### src/rtl/route_request_cache_assert.svh
// assertion macros for the route request cache
// used by the top level, expects signals clock and reset in scope
`ifndef ROUTE_REQUEST_CACHE_ASSERT_SVH
`define ROUTE_REQUEST_CACHE_ASSERT_SVH

// condition that holds at every clock edge out of reset
`define RRC_ASSERT_ALWAYS(label, cond, msg) \
   label: assert property (@(posedge clock) disable iff (reset) (cond)) else $error(msg);

// consequence in the cycle after the antecedent
`define RRC_ASSERT_NEXT(label, ante, cons, msg) \
   label: assert property (@(posedge clock) disable iff (reset) (ante) |=> (cons)) \
      else $error(msg);

`endif

### src/rtl/rrc_pkg.sv
// shared types and codes for the route request cache
// no dependencies
package rrc_pkg;

   localparam int DEFAULT_TABLE_DEPTH = 16;

   localparam int OP_W     = 3;
   localparam int ADDR_W   = 32;
   localparam int ID_W     = 32;
   localparam int STATUS_W = 2;
   localparam int COUNT_W  = 5;

   localparam logic [OP_W-1:0] OP_INSERT      = 3'd0;
   localparam logic [OP_W-1:0] OP_REMOVE      = 3'd1;
   localparam logic [OP_W-1:0] OP_QUERY       = 3'd2;
   localparam logic [OP_W-1:0] OP_SET_REPLIED = 3'd3;
   localparam logic [OP_W-1:0] OP_COUNT       = 3'd4;

   localparam logic [STATUS_W-1:0] STATUS_OK        = 2'd0;
   localparam logic [STATUS_W-1:0] STATUS_NOT_FOUND = 2'd1;
   localparam logic [STATUS_W-1:0] STATUS_FULL      = 2'd2;

   typedef struct packed {
      logic              valid;
      logic [ADDR_W-1:0] requestor;
      logic [ID_W-1:0]   req_id;
      logic              replied;
   } entry_type;

   typedef struct packed {
      logic              cmp;
      logic              ins;
      logic              rem;
      logic              set;
      logic [ADDR_W-1:0] requestor;
      logic [ID_W-1:0]   req_id;
      logic              val;
   } cmd_type;

endpackage

### src/rtl/rrc_chan_if.sv
// request and response channel interfaces for the route request cache
// depends on rrc_pkg
interface rrc_req_if;
   import rrc_pkg::*;

   logic              valid;
   logic              ready;
   logic [OP_W-1:0]   opcode;
   logic [ADDR_W-1:0] requestor_addr;
   logic [ID_W-1:0]   request_id;
   logic              replied_value;

   modport source (output valid, output opcode, output requestor_addr,
                   output request_id, output replied_value, input ready);
   modport sink (input valid, input opcode, input requestor_addr,
                 input request_id, input replied_value, output ready);
endinterface

interface rrc_rsp_if;
   import rrc_pkg::*;

   logic                valid;
   logic                ready;
   logic [STATUS_W-1:0] status;
   logic                replied_flag;
   logic [COUNT_W-1:0]  entry_count;

   modport source (output valid, output status, output replied_flag,
                   output entry_count, input ready);
   modport sink (input valid, input status, input replied_flag,
                 input entry_count, output ready);
endinterface

### src/rtl/rrc_cell.sv
// one slot of the request table, compares its key and shifts with neighbors
// depends on rrc_pkg
module rrc_cell (
   input  logic                clock,
   input  logic                reset,
   input  rrc_pkg::cmd_type    cmd,
   input  rrc_pkg::entry_type  prev_entry,
   input  rrc_pkg::entry_type  next_entry,
   input  logic                found_in,
   input  logic                flag_in,
   output logic                found_out,
   output logic                flag_out,
   output rrc_pkg::entry_type  entry_out
);
   import rrc_pkg::*;

   logic              valid_ff;
   logic [ADDR_W-1:0] requestor_ff;
   logic [ID_W-1:0]   req_id_ff;
   logic              replied_ff;
   logic              match_ff;
   logic              first_hit;

   assign first_hit = match_ff & ~found_in;
   assign found_out = found_in | match_ff;
   assign flag_out  = flag_in | (first_hit & replied_ff);

   assign entry_out.valid     = valid_ff;
   assign entry_out.requestor = requestor_ff;
   assign entry_out.req_id    = req_id_ff;
   assign entry_out.replied   = replied_ff;

   always_ff @(posedge clock) begin
      if (reset) begin
         valid_ff <= 1'b0;
         match_ff <= 1'b0;
      end else begin
         if (cmd.cmp) begin
            match_ff <= valid_ff & (requestor_ff == cmd.requestor)
                        & (req_id_ff == cmd.req_id);
         end
         if (cmd.ins) begin
            valid_ff <= prev_entry.valid;
         end else if (cmd.rem && found_out) begin
            valid_ff <= next_entry.valid;
         end
      end
   end

   // key and flag storage, undefined until written
   always_ff @(posedge clock) begin
      if (cmd.ins) begin
         requestor_ff <= prev_entry.requestor;
         req_id_ff    <= prev_entry.req_id;
         replied_ff   <= prev_entry.replied;
      end else if (cmd.rem && found_out) begin
         requestor_ff <= next_entry.requestor;
         req_id_ff    <= next_entry.req_id;
         replied_ff   <= next_entry.replied;
      end else if (cmd.set && first_hit) begin
         replied_ff <= cmd.val;
      end
   end

endmodule

### src/rtl/route_request_cache.sv
// a request transfer leads to a compare pass (S_CMP) across the cell row,
// then an update pass (S_UPD) that writes the cells and registers the response
// a new request can transfer in the update pass but not in the compare pass;
// a pending response stalls the update pass
// reset clears slot valid bits, entry count and control; keys are not cleared
module route_request_cache #(
   parameter int TABLE_DEPTH = rrc_pkg::DEFAULT_TABLE_DEPTH
) (
   input logic     clock,
   input logic     reset,
   rrc_req_if.sink   req_chan,
   rrc_rsp_if.source rsp_chan
);
   import rrc_pkg::*;

   localparam int CNT_W = $clog2(TABLE_DEPTH + 1);
   localparam int EXT_W = (CNT_W > COUNT_W) ? CNT_W : COUNT_W;

   typedef enum logic [1:0] {S_IDLE, S_CMP, S_UPD} state_type;

   state_type           state_ff, state_in;
   logic [CNT_W-1:0]    count_ff, count_in;
   logic [OP_W-1:0]     op_ff;
   logic [ADDR_W-1:0]   addr_ff;
   logic [ID_W-1:0]     id_ff;
   logic                val_ff;
   logic                rsp_valid_ff;
   logic [STATUS_W-1:0] rsp_status_ff, status_in;
   logic                rsp_flag_ff, flag_in;
   logic [COUNT_W-1:0]  rsp_count_ff;
   logic [EXT_W-1:0]    count_ext;

   logic      req_xfer, upd_go, full, hit, query_flag;
   cmd_type   cmd;
   entry_type new_entry;
   entry_type cell_entry [TABLE_DEPTH];
   logic      found_chain [TABLE_DEPTH+1];
   logic      flag_chain [TABLE_DEPTH+1];
   logic [TABLE_DEPTH-1:0] valid_vec, valid_plus_one;

   assign upd_go   = (state_ff == S_UPD) && (!rsp_valid_ff || rsp_chan.ready);
   assign req_chan.ready = (state_ff == S_IDLE) || upd_go;
   assign req_xfer = req_chan.valid && req_chan.ready;
   assign full     = (count_ff == CNT_W'(TABLE_DEPTH));

   assign cmd.cmp       = (state_ff == S_CMP);
   assign cmd.ins       = upd_go && (op_ff == OP_INSERT) && !full;
   assign cmd.rem       = upd_go && (op_ff == OP_REMOVE);
   assign cmd.set       = upd_go && (op_ff == OP_SET_REPLIED);
   assign cmd.requestor = addr_ff;
   assign cmd.req_id    = id_ff;
   assign cmd.val       = val_ff;

   assign new_entry.valid     = 1'b1;
   assign new_entry.requestor = addr_ff;
   assign new_entry.req_id    = id_ff;
   assign new_entry.replied   = 1'b0;

   assign found_chain[0] = 1'b0;
   assign flag_chain[0]  = 1'b0;

   for (genvar i = 0; i < TABLE_DEPTH; i++) begin : g_cell
      entry_type prev_e, next_e;
      if (i == 0) begin : g_head
         assign prev_e = new_entry;
      end else begin : g_body
         assign prev_e = cell_entry[i-1];
      end
      if (i == TABLE_DEPTH - 1) begin : g_tail
         assign next_e = '0;
      end else begin : g_next
         assign next_e = cell_entry[i+1];
      end
      rrc_cell u_cell (
         .clock      (clock),
         .reset      (reset),
         .cmd        (cmd),
         .prev_entry (prev_e),
         .next_entry (next_e),
         .found_in   (found_chain[i]),
         .flag_in    (flag_chain[i]),
         .found_out  (found_chain[i+1]),
         .flag_out   (flag_chain[i+1]),
         .entry_out  (cell_entry[i])
      );
      assign valid_vec[i] = cell_entry[i].valid;
   end

   assign hit        = found_chain[TABLE_DEPTH];
   assign query_flag = flag_chain[TABLE_DEPTH];

   always_comb begin
      status_in = STATUS_OK;
      flag_in   = 1'b0;
      count_in  = count_ff;
      case (op_ff)
         OP_INSERT: begin
            if (full) begin
               status_in = STATUS_FULL;
            end else begin
               count_in = count_ff + CNT_W'(1);
            end
         end
         OP_REMOVE: begin
            if (hit) begin
               count_in = count_ff - CNT_W'(1);
            end else begin
               status_in = STATUS_NOT_FOUND;
            end
         end
         OP_QUERY: begin
            if (hit) begin
               flag_in = query_flag;
            end else begin
               status_in = STATUS_NOT_FOUND;
            end
         end
         OP_SET_REPLIED: begin
            if (!hit) begin
               status_in = STATUS_NOT_FOUND;
            end
         end
         OP_COUNT: begin
            status_in = STATUS_OK;
         end
         default: begin
            status_in = STATUS_OK;
         end
      endcase
   end

   assign count_ext = EXT_W'(count_in);

   always_comb begin
      state_in = state_ff;
      case (state_ff)
         S_IDLE: begin
            if (req_xfer) state_in = S_CMP;
         end
         S_CMP: begin
            state_in = S_UPD;
         end
         S_UPD: begin
            if (req_xfer) begin
               state_in = S_CMP;
            end else if (upd_go) begin
               state_in = S_IDLE;
            end
         end
         default: begin
            state_in = S_IDLE;
         end
      endcase
   end

   always_ff @(posedge clock) begin
      if (reset) begin
         state_ff     <= S_IDLE;
         count_ff     <= '0;
         rsp_valid_ff <= 1'b0;
      end else begin
         state_ff <= state_in;
         if (upd_go) begin
            count_ff      <= count_in;
            rsp_valid_ff  <= 1'b1;
            rsp_status_ff <= status_in;
            rsp_flag_ff   <= flag_in;
            rsp_count_ff  <= count_ext[COUNT_W-1:0];
         end else if (rsp_chan.ready) begin
            rsp_valid_ff <= 1'b0;
         end
      end
   end

   // request payload captured on transfer
   always_ff @(posedge clock) begin
      if (req_xfer) begin
         op_ff   <= req_chan.opcode;
         addr_ff <= req_chan.requestor_addr;
         id_ff   <= req_chan.request_id;
         val_ff  <= req_chan.replied_value;
      end
   end

   assign rsp_chan.valid        = rsp_valid_ff;
   assign rsp_chan.status       = rsp_status_ff;
   assign rsp_chan.replied_flag = rsp_flag_ff;
   assign rsp_chan.entry_count  = rsp_count_ff;

   assign valid_plus_one = valid_vec + TABLE_DEPTH'(1);

`include "route_request_cache_assert.svh"

   `RRC_ASSERT_ALWAYS(a_valid_packed, (valid_plus_one & valid_vec) == '0, "slots not packed")
   `RRC_ASSERT_ALWAYS(a_count_match, $countones(valid_vec) == int'(count_ff), "count mismatch")
   `RRC_ASSERT_NEXT(a_full_reject, upd_go && op_ff == OP_INSERT && full,
      rsp_status_ff == STATUS_FULL && $stable(count_ff), "full insert not rejected")
   `RRC_ASSERT_NEXT(a_xfer_cmp, req_xfer, state_ff == S_CMP, "transfer without compare")

endmodule

### src/flat_wrapper.sv
// flat-port wrapper written by rule: the top's interface ports become plain ports
module route_request_cache_flat import rrc_pkg::*;
#(
   parameter int TABLE_DEPTH = rrc_pkg::DEFAULT_TABLE_DEPTH
)
  (clock, reset, req_chan_valid, req_chan_opcode, req_chan_requestor_addr, req_chan_request_id, req_chan_replied_value, req_chan_ready, rsp_chan_valid, rsp_chan_status, rsp_chan_replied_flag, rsp_chan_entry_count, rsp_chan_ready);
  rrc_req_if req_chan_i ();
  rrc_rsp_if rsp_chan_i ();
  input logic clock;
  input logic reset;
  input wire logic [$bits(req_chan_i.valid)-1:0] req_chan_valid;
  input wire logic [$bits(req_chan_i.opcode)-1:0] req_chan_opcode;
  input wire logic [$bits(req_chan_i.requestor_addr)-1:0] req_chan_requestor_addr;
  input wire logic [$bits(req_chan_i.request_id)-1:0] req_chan_request_id;
  input wire logic [$bits(req_chan_i.replied_value)-1:0] req_chan_replied_value;
  output wire logic [$bits(req_chan_i.ready)-1:0] req_chan_ready;
  output wire logic [$bits(rsp_chan_i.valid)-1:0] rsp_chan_valid;
  output wire logic [$bits(rsp_chan_i.status)-1:0] rsp_chan_status;
  output wire logic [$bits(rsp_chan_i.replied_flag)-1:0] rsp_chan_replied_flag;
  output wire logic [$bits(rsp_chan_i.entry_count)-1:0] rsp_chan_entry_count;
  input wire logic [$bits(rsp_chan_i.ready)-1:0] rsp_chan_ready;
  assign req_chan_i.valid = req_chan_valid;
  assign req_chan_i.opcode = req_chan_opcode;
  assign req_chan_i.requestor_addr = req_chan_requestor_addr;
  assign req_chan_i.request_id = req_chan_request_id;
  assign req_chan_i.replied_value = req_chan_replied_value;
  assign req_chan_ready = req_chan_i.ready;
  assign rsp_chan_valid = rsp_chan_i.valid;
  assign rsp_chan_status = rsp_chan_i.status;
  assign rsp_chan_replied_flag = rsp_chan_i.replied_flag;
  assign rsp_chan_entry_count = rsp_chan_i.entry_count;
  assign rsp_chan_i.ready = rsp_chan_ready;
  route_request_cache #(.TABLE_DEPTH(TABLE_DEPTH)) u_core (.clock(clock), .reset(reset), .req_chan(req_chan_i), .rsp_chan(rsp_chan_i));
endmodule
### config.mk
export PLATFORM = sky130hd
export DESIGN_NAME = route_request_cache_flat
export DESIGN_NICKNAME = d
export VERILOG_FILES = /design/src/rtl/rrc_pkg.sv /design/src/rtl/rrc_chan_if.sv /design/src/rtl/rrc_cell.sv /design/src/rtl/route_request_cache.sv /design/src/flat_wrapper.sv
export VERILOG_INCLUDE_DIRS = /design/src /design/src/rtl
export SDC_FILE = /design/constraint.sdc
export NUM_CORES = 2
export LEC_CHECK = 0
export BUFFER_PORTS_ARGS = -buffer_cell sky130_fd_sc_hd__buf_4
export CORE_MARGIN = 2
export CORE_UTILIZATION = 60
export DETAILED_ROUTE_END_ITERATION = 10
export HOLD_SLACK_MARGIN = 0.02
export PLACE_DENSITY = 0.73
export SYNTH_ARGS = -nofsm -noshare
export SYNTH_HDL_FRONTEND = slang
export SYNTH_HIERARCHICAL = 1
export SYNTH_SLANG_ARGS = --single-unit
### constraint.sdc
create_clock -name clock -period 7.4 [get_ports clock]
set_clock_uncertainty 0.15 [all_clocks]
set_input_delay 0.74 -clock clock [delete_from_list [all_inputs] [get_ports clock]]
set_output_delay 0.74 -clock clock [all_outputs]
set_load 0.03 [all_outputs]
Yosys cells after proc, flatten, opt, wreduce, memory -nomap -nowiden --
Cells that the tools add are included.
Storage, ports and cells: flip-flop bits (word level) 1156, bits in latches 0, bits in writable memories 0, ROM bits 0, input bits 72, output and inout port bits 10, logic and storage cells 476, memories kept 0
Operators by class: add/sub/neg operators 2, $mul 0, div/mod/pow operators 0, $lt $le $gt $ge 0, eq/ne operators 40, shifts and indexed selects 0, muxes and demuxes 154, bitwise operators 109, reduce and logical (&&, ||, !) cells 81
Operators by type and width (count):
- 2-to-1 mux 32 bit | 63
- equality test 32 bit | 32
- 2-to-1 mux 1 bit | 82
- AND 1 bit | 63
- nonzero test 3 bit | 15
- logical AND 1 bit | 38
- nonzero test 2 bit | 18
- OR 1 bit | 30
- NOT 1 bit | 16
- 2-to-1 mux 5 bit | 2
- case mux 5 bit (2 select lines) | 1
- 2-to-1 mux 2 bit | 4
- equality test 3 x 2 -> 1 bit (second input constant) | 2
- case mux 2 bit (3 select lines) | 1
- AND reduction 2 bit | 3
- adder 5 x 1 -> 5 bit (second input constant) | 1
- equality test 5 bit (second input constant) | 1
- subtractor 5 x 1 -> 5 bit (second input constant) | 1
- case mux 2 bit (2 select lines) | 1
- equality test 3 x 1 -> 1 bit (second input constant) | 1
- logical NOT 3 bit | 1
- != test 3 x 1 -> 1 bit (second input constant) | 1
- OR reduction 3 bit | 1
- equality test 2 x 1 -> 1 bit (second input constant) | 1
- 5 further kinds | 7

Longest topological paths before layout --
depth after elaboration 20, mapped depth 20, mapped depth without buffers 20

By module --
Netlist, hierarchy kept.
By module, submodules not included:
- rrc_cell | times used 16, cells an instance 259, area an instance 3646.0 µm², seq. area each 1991.9 µm²
- route_request_cache | times used 1, cells an instance 164, area an instance 2951.6 µm², seq. area each 2442.3 µm²

Worst setup path after synthesis --
No wires, ideal clock.
path type flip-flop to flip-flop, from reg u_core.g_cell[0].u_cell.match_ff, to reg u_core.g_cell[15].u_cell.replied_ff (enable), library setup time 0.250 ns, data arrival time 5.643 ns, required time 7.000 ns, setup slack 1.357 ns, cell stages (with the launch flop) 19, buffers on the path 0, clock period less this slack 6.043 ns, cells stage by stage dfxtp_1 > or2_1 > or2_1 > or2_1 > or2_1 > or2_1 > or2_1 > or2_1 > or2_1 > or2_1 > or2_1 > or2_1 > or2_1 > or2_1 > or2_1 > or2_1 > o21ai_1 > nand2b_1 > a21o_1
RTL lines:
- from (decl) | line rrc_cell.sv:21 | logic match_ff;
- from (signal assigned) | line rrc_cell.sv:39 | match_ff <= valid_ff & (requestor_ff == cmd.requestor)
- to (signal assigned) | line rrc_cell.sv:55 | replied_ff <= prev_entry.replied;
- to (signal assigned) | line rrc_cell.sv:59 | replied_ff <= next_entry.replied;
- to (signal assigned) | line rrc_cell.sv:61 | replied_ff <= cmd.val;
- to (decl) | line rrc_cell.sv:20 | logic replied_ff;

==> impl_metrics.toml <==
[worst_hold_path]
min_path_type = "in2reg"
min_from = "req_chan_requestor_addr[22]"

[clocking]
clk_path_buf_depth = 3
cts_resized = 0
tritoncts = "done"
clk_latency_ns = 0.74
cts_hold_buffers = 50
post-cts-setup-buffer-count = 0
ctsHtreeMaxLevel = 4
cts.sinks = 1156
clk_pin_slew_worst_paths_ns = 0.06
numCtsBuffers = 132
cts_root_buffer = "clkbuf_16"

[sta]
fin_crit_sh_pct = 79.84
setup_viol = 0
fin_tns_setup_ns = 0
max_clock_freq_mhz = 169.3
slew_headroom_pct = 19.90
tightest_slew_ns = 1.202
hold_violations = 0
slew_viol_final = 0
period_minus_slack_ns = 5.908
rsz0062_at_grt = "false"

[layout]
finalNonFillerCells = 5979
antenna_cells = 0
nets = 4581
final_common_cell = "edfxtp_1"
fillers = 7464
finalInstanceArea_sq_um = 68040
drive_above_1_share_pct = 12.95
syn2layout_area_growth_pct = 11.01
final_cell_mix = "edfxtp_1, mux2_1, xnor2_1"

[die]
die_h_um = 323.6
start_util_pct = 60.33
die_w_um = 323.6
ios = 82
rows = 117
core_sq_um = 101600
dieArea_sq_um = 104700

[grt]
busiest_layer = "met2"
met3_usage_pct = 4.670
gr-total-overflow = 0
grt_max_degree = 182
grt_pass1_vias = 35700
met2_usage_pct = 41.46
grt_pass1_wl_mm = 214.8
antenna_found_initial = 5
grt_use_met1_pct = 39.74
grtUsageTotal_pct = 27.02

[place]
place.gp.congestion = 0.8450
io_buffers = 81
dpl.hpwl_mm = 99.98
dpl.cell_count = 5691
placed_area_sq_um = 63400

[critical_path]
cpMaxStageDelayCell = "nand2b_4"
path_delay_family = "simple AND/OR/NAND/NOR gates"
crit_buf_inv = 0
rr_startpoint = "u_core/g_cell[0].u_cell/match_ff"
crit_required_ns = 7.75
crit_path_cell_trace = "or2_1, or2_1, or2_1, or2_1, or2_1, or2_1, or2_1, or2_1, or2_1, or2_1, or2_1, or2_1, or2_1, or2_1, or2_1, o21ai_1, nand2b_4, a21o_1"
crit_start = "u_core/g_cell[0].u_cell/match_ff"
worstSetupEndpointType = "register"
critPathKind = "reg2reg"
worst_setup_path_start_kind = "register"
path_max_fanout = 65
slowest_delay_ns = 0.62
crit_top_cell = "or2_1"
arrival_ns = 6.25

[logic_synthesis]
avgSynthCellArea_sq_um = 14.23
synthMuxAreaShare_pct = 19.37
ys_warn_count = 6
syn_inst = 4308
ys_types = 55
synth_compound_area_share_pct = 2.611
synth_top_family_by_area = "multiplexers"
synth.yosys.seq_area_share_pct = 55.99
synth_ff_type = "edfxtp_1"
synth-simple-area-share_pct = 7.678
synthAdderAreaFrac_pct = 0.04083
postSynth.asyncResetShare_pct = 0
synth-seq-cells = 1156
synth_edf_count = 1116
syn-cell-area_sq_um = 61290
synth-xor-area-share_pct = 12.15

[job]
maxCapViolations = 0

[routing]
drc_errors = 0
wl_per_cell_um = 23.68
detail_route.vias_per_cell = 5.917
wl_mm = 141.6
dr.pass1.iters = 5
drtIter0Drc = 3216
postRouteAntennaNets = 0
num_vias = 35380

[power_and_ir_drop]
p_int_mw = 11.19
p_sw_share_pct = 21.92
p_seq_share_pct = 51.5
p_leak_nw = 22.14
p_clk_share_pct = 43.9
switchingPower_mw = 3.143
ir_drop_mv = 0.2218
power_density_nw_per_um2 = 210.7
pwr-share-comb_pct = 4.6

[outcome]
status = "completed"
registers in the layout (all words and copies together) (netlist names):
name,count
u_core/rsp_chan.valid,1
u_core/id_ff,32
u_core/g_cell.u_cell/req_id_ff,512
u_core/g_cell.u_cell/requestor_ff,512
u_core/state_ff,2
u_core/addr_ff,32
u_core/g_cell.u_cell/valid_ff,16
u_core/rsp_chan.replied_flag,1
u_core/rsp_chan.status,2
u_core/count_ff,5
u_core/val_ff,1
u_core/op_ff,3
u_core/rsp_chan.entry_count,5
u_core/g_cell.u_cell/match_ff,16
u_core/g_cell.u_cell/replied_ff,16
worst paths after layout:
kind / cells past startpoint / slack [ns] / end
min reg2reg: 2 / 0.32 / u_core/g_cell[1].u_cell/match_ff
max: 18 / 1.49 / u_core/g_cell[15].u_cell/replied_ff
min: 1 / 0.09 / u_core/addr_ff[22]
max reg2reg: 18 / 1.49 / u_core/g_cell[15].u_cell/replied_ff
final cells by class:
| cell class | instances | area [sq um] | share of cell area [%] |
|---|---|---|---|
| inverter | 115 | 431.7 | 0.6345 |
| tap | 1368 | 1712 | 2.516 |
| clock inverter | 68 | 555.5 | 0.8165 |
| clock buffer | 170 | 3580 | 5.262 |
| multi-input combinational | 2941 | 26050 | 38.29 |
| timing repair buffer | 161 | 1396 | 2.052 |
| sequential | 1156 | 34310 | 50.43 |
stage by stage:
step	hold slack (ns)	util, %	power (mW)	worst slack, ns
global placement	0.3099	62.40	8.130	1.612
detailed placement	0.3132	62.40	8.145	1.572
floorplan	0.2923	-	7.915	1.357
CTS	0.03162	66.97	14.46	1.499
global route	0.04865	66.97	14.78	1.167
finish	0.08657	66.97	14.34	1.492
cell usage after synthesis, types with 2 or more instances:
master | count | area, sq um
ha_1 | 2 | 25.02
and2_1 | 2 | 12.51
a21oi_1 | 57 | 285.3
o22ai_1 | 34 | 212.7
a211oi_1 | 2 | 15.01
clkbuf_1 | 18 | 67.56
mux2_2 | 224 | 2522
nand4_1 | 224 | 1401
nand2b_1 | 69 | 431.7
nor4_2 | 16 | 200.2
nor4_4 | 16 | 340.3
or2_1 | 16 | 100.1
buf_2 | 115 | 575.6
conb_1 | 2 | 7.510
nor2b_1 | 180 | 1126
a2111o_1 | 32 | 360.4
mux2_1 | 800 | 9009
inv_1 | 115 | 431.7
xnor2_1 | 770 | 6744
a21o_1 | 34 | 255.2
nor4_1 | 49 | 306.5
o21ai_1 | 49 | 245.2
mux2i_1 | 34 | 340.3
nor3_1 | 2 | 10.01
o2111ai_1 | 16 | 140.1
nor2_1 | 52 | 195.2
nor3_2 | 16 | 160.2
nand2_1 | 56 | 210.2
xor2_1 | 80 | 700.7
or4_1 | 16 | 120.1
dfxtp_1 | 40 | 800.8
edfxtp_1 | 1116 | 33510
buf_4 | 32 | 240.2
worst register-to-register path, cell delays in order, from the launching register on:
cell      delay (ns)
dfxtp_1         0.32
or2_1           0.26
or2_1           0.25
or2_1           0.25
or2_1           0.25
or2_1           0.25
or2_1           0.25
or2_1           0.25
or2_1           0.26
or2_1           0.26
or2_1           0.25
or2_1           0.26
or2_1           0.26
or2_1           0.26
or2_1           0.25
or2_1           0.25
o21ai_1         0.38
nand2b_4        0.62
a21o_1          0.38
per-layer routing:
| layer | vias up | part of all wire [%] |
|---|---|---|
| li1 | 16470 | - |
| met1 | 17880 | 47 |
| met2 | 882 | 45 |
| met3 | 147 | 5.6 |
| met4 | 0 | 2.2 |
| met5 | - | 0 |
power groups by stage:
stage	registers [mW]	logic, mW	clock network (mW)
final	7.38	0.657	6.30
after global routing	7.39	0.713	6.67
after CTS	7.38	0.657	6.43
after detailed placement	7.51	0.631	0
after global placement	7.51	0.619	0
after floorplan	7.47	0.446	0
logic make-up (layout without fill, tap and decap cells):
family / after synthesis / after routing
adders and majority gates: 2 / 2
AOI/OAI and AO/OA: 234 / 234
other: 2 / 72
and+or+nand+nor: 725 / 725
muxes: 1058 / 1058
buffers and inverters: 281 / 514
DFF: 1156 / 1156
xor gates and xnor gates: 850 / 850
(Power assumes the default switching activity.)
